--- config.mk ---
export PLATFORM = sky130hd
export DESIGN_NAME = bmp_24bit_stream_encoder
export DESIGN_NICKNAME = d
export VERILOG_FILES = /design/src/rtl/bse_pkg.sv /design/src/rtl/bse_front.sv /design/src/rtl/bse_queue.sv /design/src/rtl/bse_back.sv /design/src/rtl/bmp_24bit_stream_encoder.sv
export SDC_FILE = /design/constraint.sdc
export NUM_CORES = 1
export LEC_CHECK = 0
export ABC_CLOCK_PERIOD_IN_PS = 14100
export BUFFER_PORTS_ARGS = -buffer_cell sky130_fd_sc_hd__buf_4
export CORE_MARGIN = 5
export CORE_UTILIZATION = 69
export DETAILED_ROUTE_END_ITERATION = 10
export PLACE_DENSITY_LB_ADDON = 0.15
export SLEW_MARGIN = 20
export SYNTH_ARGS = -nofsm -noshare
export SYNTH_HDL_FRONTEND = slang
export SYNTH_SLANG_ARGS = --single-unit
--- constraint.sdc ---
create_clock -name clk_i -period 14.1 [get_ports clk_i]
set_input_delay 0.705 -clock clk_i [delete_from_list [all_inputs] [get_ports clk_i]]
set_output_delay 0.705 -clock clk_i [all_outputs]
set_load 0.1 [all_outputs]
--- src/rtl/bse_pkg.sv ---
// Package of the BMP stream encoder: payload structs, the command passed from
// the front to the back, and the fixed header constants. No dependencies.
package bse_pkg;

  localparam int unsigned SizeW    = 15;
  localparam int unsigned MaxSide  = 32766;
  localparam int unsigned HdrBytes = 14 + 40;
  localparam int unsigned InfoSize = 40;
  localparam int unsigned BitCount = 24;
  localparam logic [15:0] BmpMagic = 16'h4d42;

  // Configuration register indexes.
  localparam logic CfgImageWidth  = 1'b0;
  localparam logic CfgImageHeight = 1'b1;

  typedef struct packed {
    logic signed [15:0] red;
    logic signed [15:0] green;
    logic signed [15:0] blue;
  } pixel_t;

  typedef struct packed {
    logic [7:0] out_byte;
    logic       last_of_run;
    logic       frame_done;
  } result_t;

  // One classified pixel, as the back part needs it to emit its bytes.
  typedef struct packed {
    logic             hdr;
    logic             frame_end;
    logic [1:0]       pad;
    logic [7:0]       byte_b;
    logic [7:0]       byte_g;
    logic [7:0]       byte_r;
    logic [SizeW-1:0] width;
    logic [SizeW-1:0] height;
    logic [31:0]      file_size;
  } cmd_t;

endpackage

--- src/rtl/bse_front.sv ---
// Front part of the BMP stream encoder: configuration registers, row and
// column tracking, channel conversion and file size. Depends on bse_pkg.
module bse_front import bse_pkg::*; (
  input  logic             clk_i,
  input  logic             rst_ni,
  input  logic             cfg_we_i,
  input  logic             cfg_idx_i,
  input  logic [SizeW-1:0] cfg_data_i,
  input  logic             accept_i,
  input  pixel_t           pixel_i,
  output cmd_t             cmd_o
);

  logic [SizeW-1:0] width_q, height_q;
  logic [SizeW-1:0] col_q, col_d, row_q, row_d;
  logic             hdr_sent_q, hdr_sent_d;
  logic [SizeW-1:0] w_eff, h_eff;
  logic [16:0]      row_bytes;
  logic [31:0]      fsize;
  logic             row_end, frame_end;

  function automatic logic [SizeW-1:0] eff_size(input logic [SizeW-1:0] v);
    logic [SizeW-1:0] r;
    if (v == '0) begin
      r = SizeW'(1);
    end else if (v > SizeW'(MaxSide)) begin
      r = SizeW'(MaxSide);
    end else begin
      r = v;
    end
    return r;
  endfunction

  // Zero or negative maps to 0, one or more saturates, otherwise drop 4 bits.
  function automatic logic [7:0] chan_byte(input logic signed [15:0] v);
    logic [7:0] r;
    if (v[15] || v == '0) begin
      r = 8'd0;
    end else if (v >= 16'sd4096) begin
      r = 8'hff;
    end else begin
      r = v[11:4];
    end
    return r;
  endfunction

  assign w_eff     = eff_size(width_q);
  assign h_eff     = eff_size(height_q);
  assign row_bytes = 17'(w_eff) * 17'd3 + 17'(w_eff[1:0]);
  assign fsize     = 32'(row_bytes) * 32'(h_eff) + 32'(HdrBytes);
  assign row_end   = (col_q >= w_eff - SizeW'(1));
  assign frame_end = row_end && (row_q >= h_eff - SizeW'(1));

  always_comb begin
    cmd_o.hdr       = !hdr_sent_q;
    cmd_o.frame_end = frame_end;
    // Padding to a multiple of four bytes equals the width modulo four.
    cmd_o.pad       = row_end ? w_eff[1:0] : 2'd0;
    cmd_o.byte_b    = chan_byte(pixel_i.blue);
    cmd_o.byte_g    = chan_byte(pixel_i.green);
    cmd_o.byte_r    = chan_byte(pixel_i.red);
    cmd_o.width     = w_eff;
    cmd_o.height    = h_eff;
    cmd_o.file_size = fsize;
  end

  always_comb begin
    col_d      = col_q;
    row_d      = row_q;
    hdr_sent_d = hdr_sent_q;
    if (accept_i) begin
      hdr_sent_d = !frame_end;
      if (row_end) begin
        col_d = '0;
        row_d = frame_end ? '0 : row_q + SizeW'(1);
      end else begin
        col_d = col_q + SizeW'(1);
      end
    end
  end

  always_ff @(posedge clk_i or negedge rst_ni) begin
    if (!rst_ni) begin
      width_q    <= SizeW'(1);
      height_q   <= SizeW'(1);
      col_q      <= '0;
      row_q      <= '0;
      hdr_sent_q <= 1'b0;
    end else begin
      if (cfg_we_i && cfg_idx_i == CfgImageWidth) begin
        width_q <= cfg_data_i;
      end
      if (cfg_we_i && cfg_idx_i == CfgImageHeight) begin
        height_q <= cfg_data_i;
      end
      col_q      <= col_d;
      row_q      <= row_d;
      hdr_sent_q <= hdr_sent_d;
    end
  end

endmodule

--- src/rtl/bse_queue.sv ---
// Short command queue between the front and back parts of the BMP stream
// encoder. Depends on bse_pkg.
module bse_queue import bse_pkg::*; #(
  parameter int unsigned Depth = 4
) (
  input  logic clk_i,
  input  logic rst_ni,
  input  logic wr_i,
  input  cmd_t wr_data_i,
  output logic full_o,
  input  logic rd_i,
  output cmd_t rd_data_o,
  output logic valid_o
);

  localparam int unsigned PtrW = (Depth > 1) ? $clog2(Depth) : 1;
  localparam int unsigned CntW = $clog2(Depth + 1);

  cmd_t            mem_q [Depth];
  logic [PtrW-1:0] wr_ptr_q, rd_ptr_q;
  logic [CntW-1:0] count_q;

  function automatic logic [PtrW-1:0] ptr_inc(input logic [PtrW-1:0] p);
    logic [PtrW-1:0] r;
    if (p == PtrW'(Depth - 1)) begin
      r = '0;
    end else begin
      r = p + PtrW'(1);
    end
    return r;
  endfunction

  assign full_o    = (count_q == CntW'(Depth));
  assign valid_o   = (count_q != '0);
  assign rd_data_o = mem_q[rd_ptr_q];

  always_ff @(posedge clk_i) begin
    if (wr_i) begin
      mem_q[wr_ptr_q] <= wr_data_i;
    end
  end

  always_ff @(posedge clk_i or negedge rst_ni) begin
    if (!rst_ni) begin
      wr_ptr_q <= '0;
      rd_ptr_q <= '0;
      count_q  <= '0;
    end else begin
      if (wr_i) begin
        wr_ptr_q <= ptr_inc(wr_ptr_q);
      end
      if (rd_i) begin
        rd_ptr_q <= ptr_inc(rd_ptr_q);
      end
      if (wr_i && !rd_i) begin
        count_q <= count_q + CntW'(1);
      end else if (rd_i && !wr_i) begin
        count_q <= count_q - CntW'(1);
      end
    end
  end

endmodule

--- src/rtl/bse_back.sv ---
// Back part of the BMP stream encoder: walks each command byte by byte
// (header, pixel, padding) into the output register. Depends on bse_pkg.
module bse_back import bse_pkg::*; (
  input  logic    clk_i,
  input  logic    rst_ni,
  input  logic    cmd_valid_i,
  input  cmd_t    cmd_i,
  output logic    cmd_pop_o,
  output logic    empty_o,
  input  logic    pop_i,
  output result_t result_o
);

  logic [5:0] pos_q;
  logic       started_q;
  logic [5:0] pos, last_pos;
  logic       advance, is_last;
  logic [7:0] cur_byte;
  result_t    out_q;
  logic       out_valid_q;

  function automatic logic [7:0] word_byte(input logic [31:0] w, input logic [1:0] sel);
    logic [31:0] s;
    s = w >> {sel, 3'b000};
    return s[7:0];
  endfunction

  // Header byte at offset p. Every 32-bit field starts at an offset of two
  // modulo four, so the byte lane is p minus two.
  function automatic logic [7:0] hdr_byte(input logic [5:0] p, input cmd_t c);
    logic [1:0]  sel;
    logic [31:0] neg_h;
    logic [7:0]  r;
    sel   = p[1:0] - 2'd2;
    neg_h = 32'd0 - 32'(c.height);
    case (p)
      6'd0:                      r = BmpMagic[7:0];
      6'd1:                      r = BmpMagic[15:8];
      6'd2, 6'd3, 6'd4, 6'd5:    r = word_byte(c.file_size, sel);
      6'd10, 6'd11, 6'd12, 6'd13: r = word_byte(32'(HdrBytes), sel);
      6'd14, 6'd15, 6'd16, 6'd17: r = word_byte(32'(InfoSize), sel);
      6'd18, 6'd19, 6'd20, 6'd21: r = word_byte(32'(c.width), sel);
      6'd22, 6'd23, 6'd24, 6'd25: r = word_byte(neg_h, sel);
      6'd26:                     r = 8'd1;
      6'd28:                     r = 8'(BitCount);
      default:                   r = 8'd0;
    endcase
    return r;
  endfunction

  assign pos      = started_q ? pos_q : (cmd_i.hdr ? 6'd0 : 6'(HdrBytes));
  assign last_pos = 6'(HdrBytes + 2) + 6'(cmd_i.pad);
  assign is_last  = (pos == last_pos);
  assign advance  = cmd_valid_i && (!out_valid_q || pop_i);
  assign cmd_pop_o = advance && is_last;

  always_comb begin
    if (pos < 6'(HdrBytes)) begin
      cur_byte = hdr_byte(pos, cmd_i);
    end else if (pos == 6'(HdrBytes)) begin
      cur_byte = cmd_i.byte_b;
    end else if (pos == 6'(HdrBytes + 1)) begin
      cur_byte = cmd_i.byte_g;
    end else if (pos == 6'(HdrBytes + 2)) begin
      cur_byte = cmd_i.byte_r;
    end else begin
      cur_byte = 8'd0;
    end
  end

  assign empty_o  = !out_valid_q;
  assign result_o = out_q;

  always_ff @(posedge clk_i) begin
    if (advance) begin
      out_q.out_byte    <= cur_byte;
      out_q.last_of_run <= is_last;
      out_q.frame_done  <= is_last && cmd_i.frame_end;
    end
  end

  always_ff @(posedge clk_i or negedge rst_ni) begin
    if (!rst_ni) begin
      pos_q       <= '0;
      started_q   <= 1'b0;
      out_valid_q <= 1'b0;
    end else begin
      if (advance) begin
        out_valid_q <= 1'b1;
        started_q   <= !is_last;
        pos_q       <= pos + 6'd1;
      end else if (pop_i) begin
        out_valid_q <= 1'b0;
      end
    end
  end

endmodule

--- src/rtl/bmp_24bit_stream_encoder.sv ---
// Top level of the BMP stream encoder: pixels in, BMP file bytes out.
// Instantiates bse_front, bse_queue and bse_back; depends on bse_pkg.
//
//   Channel   Direction  Handshake          Payload
//   pixel     in         push_i / full_o    pixel_i  (red, green, blue)
//   result    out        empty_o / pop_i    result_o (out_byte, last_of_run, frame_done)
//   config    in         cfg_we_i           cfg_idx_i, cfg_data_i
//
// A pixel yields three bytes, fifty-seven when it opens a frame, and up to three
// more when it closes a row; the back sequencer emits one byte per cycle while
// pops keep up, which sets the rate. Reset clears the row and column counters
// and marks the header as pending; the size registers return to one. A stalled
// result port fills the command queue, and full_o then holds off new pixels.
module bmp_24bit_stream_encoder import bse_pkg::*; #(
  parameter int unsigned QueueDepth = 4
) (
  input  logic             clk_i,
  input  logic             rst_ni,
  input  logic             cfg_we_i,
  input  logic             cfg_idx_i,
  input  logic [SizeW-1:0] cfg_data_i,
  input  logic             push_i,
  output logic             full_o,
  input  pixel_t           pixel_i,
  output logic             empty_o,
  input  logic             pop_i,
  output result_t          result_o
);

  logic accept;
  cmd_t front_cmd, head_cmd;
  logic head_valid, head_pop;

  // A request is taken whenever the queue has room; the front updates its
  // counters in the same cycle and the classified command enters the queue.
  assign accept = push_i && !full_o;

  bse_front u_front (
    .clk_i      (clk_i),
    .rst_ni     (rst_ni),
    .cfg_we_i   (cfg_we_i),
    .cfg_idx_i  (cfg_idx_i),
    .cfg_data_i (cfg_data_i),
    .accept_i   (accept),
    .pixel_i    (pixel_i),
    .cmd_o      (front_cmd)
  );

  // The queue decouples the two halves so a request can arrive while the
  // back is still spelling out the header or padding of an earlier one.
  bse_queue #(
    .Depth (QueueDepth)
  ) u_queue (
    .clk_i     (clk_i),
    .rst_ni    (rst_ni),
    .wr_i      (accept),
    .wr_data_i (front_cmd),
    .full_o    (full_o),
    .rd_i      (head_pop),
    .rd_data_o (head_cmd),
    .valid_o   (head_valid)
  );

  // The back holds the result in an output register and moves on as soon as
  // that register is free or being popped.
  bse_back u_back (
    .clk_i       (clk_i),
    .rst_ni      (rst_ni),
    .cmd_valid_i (head_valid),
    .cmd_i       (head_cmd),
    .cmd_pop_o   (head_pop),
    .empty_o     (empty_o),
    .pop_i       (pop_i),
    .result_o    (result_o)
  );

endmodule

==> metrics.txt <==
clk_lat worst skew between 500 and 600 ps; P&R area growth vs syn 8.61%; synthesized area per cell ~12 um^2; FFs w/ async S/R, synth ~17%; cell repeated most along the worst path fa_1; 1st-iter DRT viols around 1.6k; Yosys Warn Count 0; f_max about 0.1 GHz; Routability Congestion 0.932; H-tree levels 2; DRC errors left 0; Worst Path Max Fanout 15; fraction of layout cells with a size suffix above 1 13.1%; Row Count 75; Starting Density a little over two thirds; clk root buf clkbuf_16; clock sinks between 400 and 500; Mapped Cells approximately 2.4k; Slew @ Worst Pin roughly 1100 ps; Mapped Area about 29000 um^2; cts repair resizes 0; HP Class in2reg; Vias/cell about 6.4; Synth Register Bits approximately 440; CTS buffer count 44; cell with the most instances after synthesis edfxtp_1; vias in the first global route between 20k and 25k; TNS Setup 0 ps; Synth area leaders edfxtp_1, fa_1, ha_1, mux4_2, dfrtp_1; crit end category flip-flop; Setup CP Type reg2reg; DR WL/cell approximately 23 um; first-pass GRT wire length 111000 um; vias ~19k; GR peak layer met2; post-synth top area share a little under two fifths; Fin. Hold Viols 0; Final Critical Period between 9000 and 10000 ps; syn nets between 2k and 3k; chip height approximately 220 um; Yosys cell types around 80; Post-layout nets slightly below 3k; met2 Use GR 52.3%; Post-CTS Setup Repair Bufs 0; HPWL Detailed just under 50000 um; Final setup viols 0; clock skew 36.4 ps; Yosys top cell by area edfxtp_1; Seq/Total Area, Yosys ~44%; Bufs on Longest Clock Path 3; IO Pins between 80 and 90; core area between 40000 and 50000 um^2; CP max stage delay roughly 600 ps; CTS tree done; number of enable flip-flop cells after synthesis ~370; first-pass detailed-route iteration total 7; number of I/O port buffers 80; fin crit share just under 70%; Critical Path Start Type flip-flop; Worst-path clk slew 60 ps; met1 usage 38.0%; met3 GRT Util 5.23%; slowest cell on the critical path dfrtp_1; Post-synth top cells edfxtp_1, inv_1, nand2_1; Worst Path Required ~14000 ps; CTS Hold Bufs 1; Die W approximately 220 um; largest net degree at the start of global routing 62; Data arrival, critical path approximately 10000 ps; n_diodes 0; total of max-cap violations 0; initial antenna violation count 2; GRT overflow 0; total die area 46500 um^2; RSZ-0062 raised after global routing no; ANT nets after route 0; global router's overall resource usage 30.3%; outcome finished, final reports clean; max-slew violations 0; main flop type after synthesis edfxtp_1; Routed WL ~68000 um; worst rel slew slack around a quarter
==> layout by cell type, fill, tap and decap left out, types with 18 or more instances in the layout <==
cell,instances
nor2b_1,22
nand2_1,221
inv_1,283
mux2_2,20
fa_1,184
o21ai_0,74
xor2_1,31
dfrtp_1,72
a21oi_1,86
and3_1,36
nor2_1,82
o21a_1,21
nand4_1,19
nor4_1,18
o211ai_1,20
xnor2_1,62
and2_1,97
nor3_1,22
mux4_2,89
a21o_1,22
buf_4,120
ha_1,200
nand3_1,65
edfxtp_1,366
clkbuf_16,44
==> logic make-up (layout without fill, tap and decap cells) <==
logic type / after synthesis / after routing / synth area share [%]
flops: 442 / 442 / 44.2
buf+inv: 424 / 486 / 5.56
mux: 115 / 115 / 7.84
simple gates: 625 / 625 / 10.6
compound gates: 342 / 342 / 7.88
xor+xnor: 94 / 94 / 2.82
fa+ha+maj: 384 / 384 / 21.2
==> final timing paths <==
check / startpoint / end / slack (ps) / cells past startpoint
worst min register to register: u_queue.count_q[2] / u_queue.count_q[2] / 530 / 1
max in group asynchronous: rst_ni / u_queue.rd_ptr_q[0] / 12460 / 3
worst min-delay path: pop_i / u_back.out_valid_q / 300 / 2
worst max register to register: u_front.width_q[1] / u_queue.mem_q[0][31] / 4340 / 31
worst max-delay path: u_front.width_q[1] / u_queue.mem_q[0][31] / 4340 / 31
min in group asynchronous: rst_ni / u_front.row_q[8] / 540 / 2
==> worst max-delay path, delay by kind of cell (launching register included) <==
family | cells | cell delay (ps)
flops | 1 | 600
simple gates | 8 | 1990
fa+ha+maj | 9 | 4040
compound gates | 9 | 2230
xor+xnor | 2 | 480
buf+inv | 3 | 150
==> final cells by class <==
cell class	count	area [um^2]
tap	539	674
clock inverter	26	322
fill	2659	10200
timing repair buffer	121	911
multi-input combinational	1560	14700
sequential	442	12900
inverter	286	1070
clock buffer	53	1130
==> state kept, by name (all words and copies together), names as in the netlist <==
signal,cells
u_queue.mem_q,356
u_front.col_q,15
u_back.started_q,1
u_back.pos_q,6
u_queue.count_q,3
u_queue.wr_ptr_q,2
u_back.out_valid_q,1
u_front.height_q,15
u_back.result_o,10
u_front.hdr_sent_q,1
u_front.row_q,15
u_front.width_q,15
u_queue.rd_ptr_q,2
==> stage by stage <==
step | hold slack, ps | cell area [um^2] | setup slack, ps | util [%] | cells
after floorplan | 409 | 29200 | 5450 | - | 2426
after global placement | 473 | 30200 | 4600 | 72.1 | 2947
after detailed placement | 521 | 30300 | 4580 | 72.1 | 2947
after CTS | 268 | 31700 | 4450 | 75.6 | 3027
after global routing | 319 | 31700 | 3790 | 75.6 | 3027
final | 297 | 31700 | 4340 | 75.6 | 3027
==> metal layers <==
| metal | vias up | part of all wire (%) |
|---|---|---|
| li1 | 8572 | - |
| met1 | 9745 | 37 |
| met2 | 802 | 51 |
| met3 | 211 | 7.4 |
| met4 | 2 | 4.8 |
| met5 | - | 0.019 |
Power is left out: the tool's default activity adds up to more than one toggle a clock period on the data nets, which glitch-free logic cannot reach.
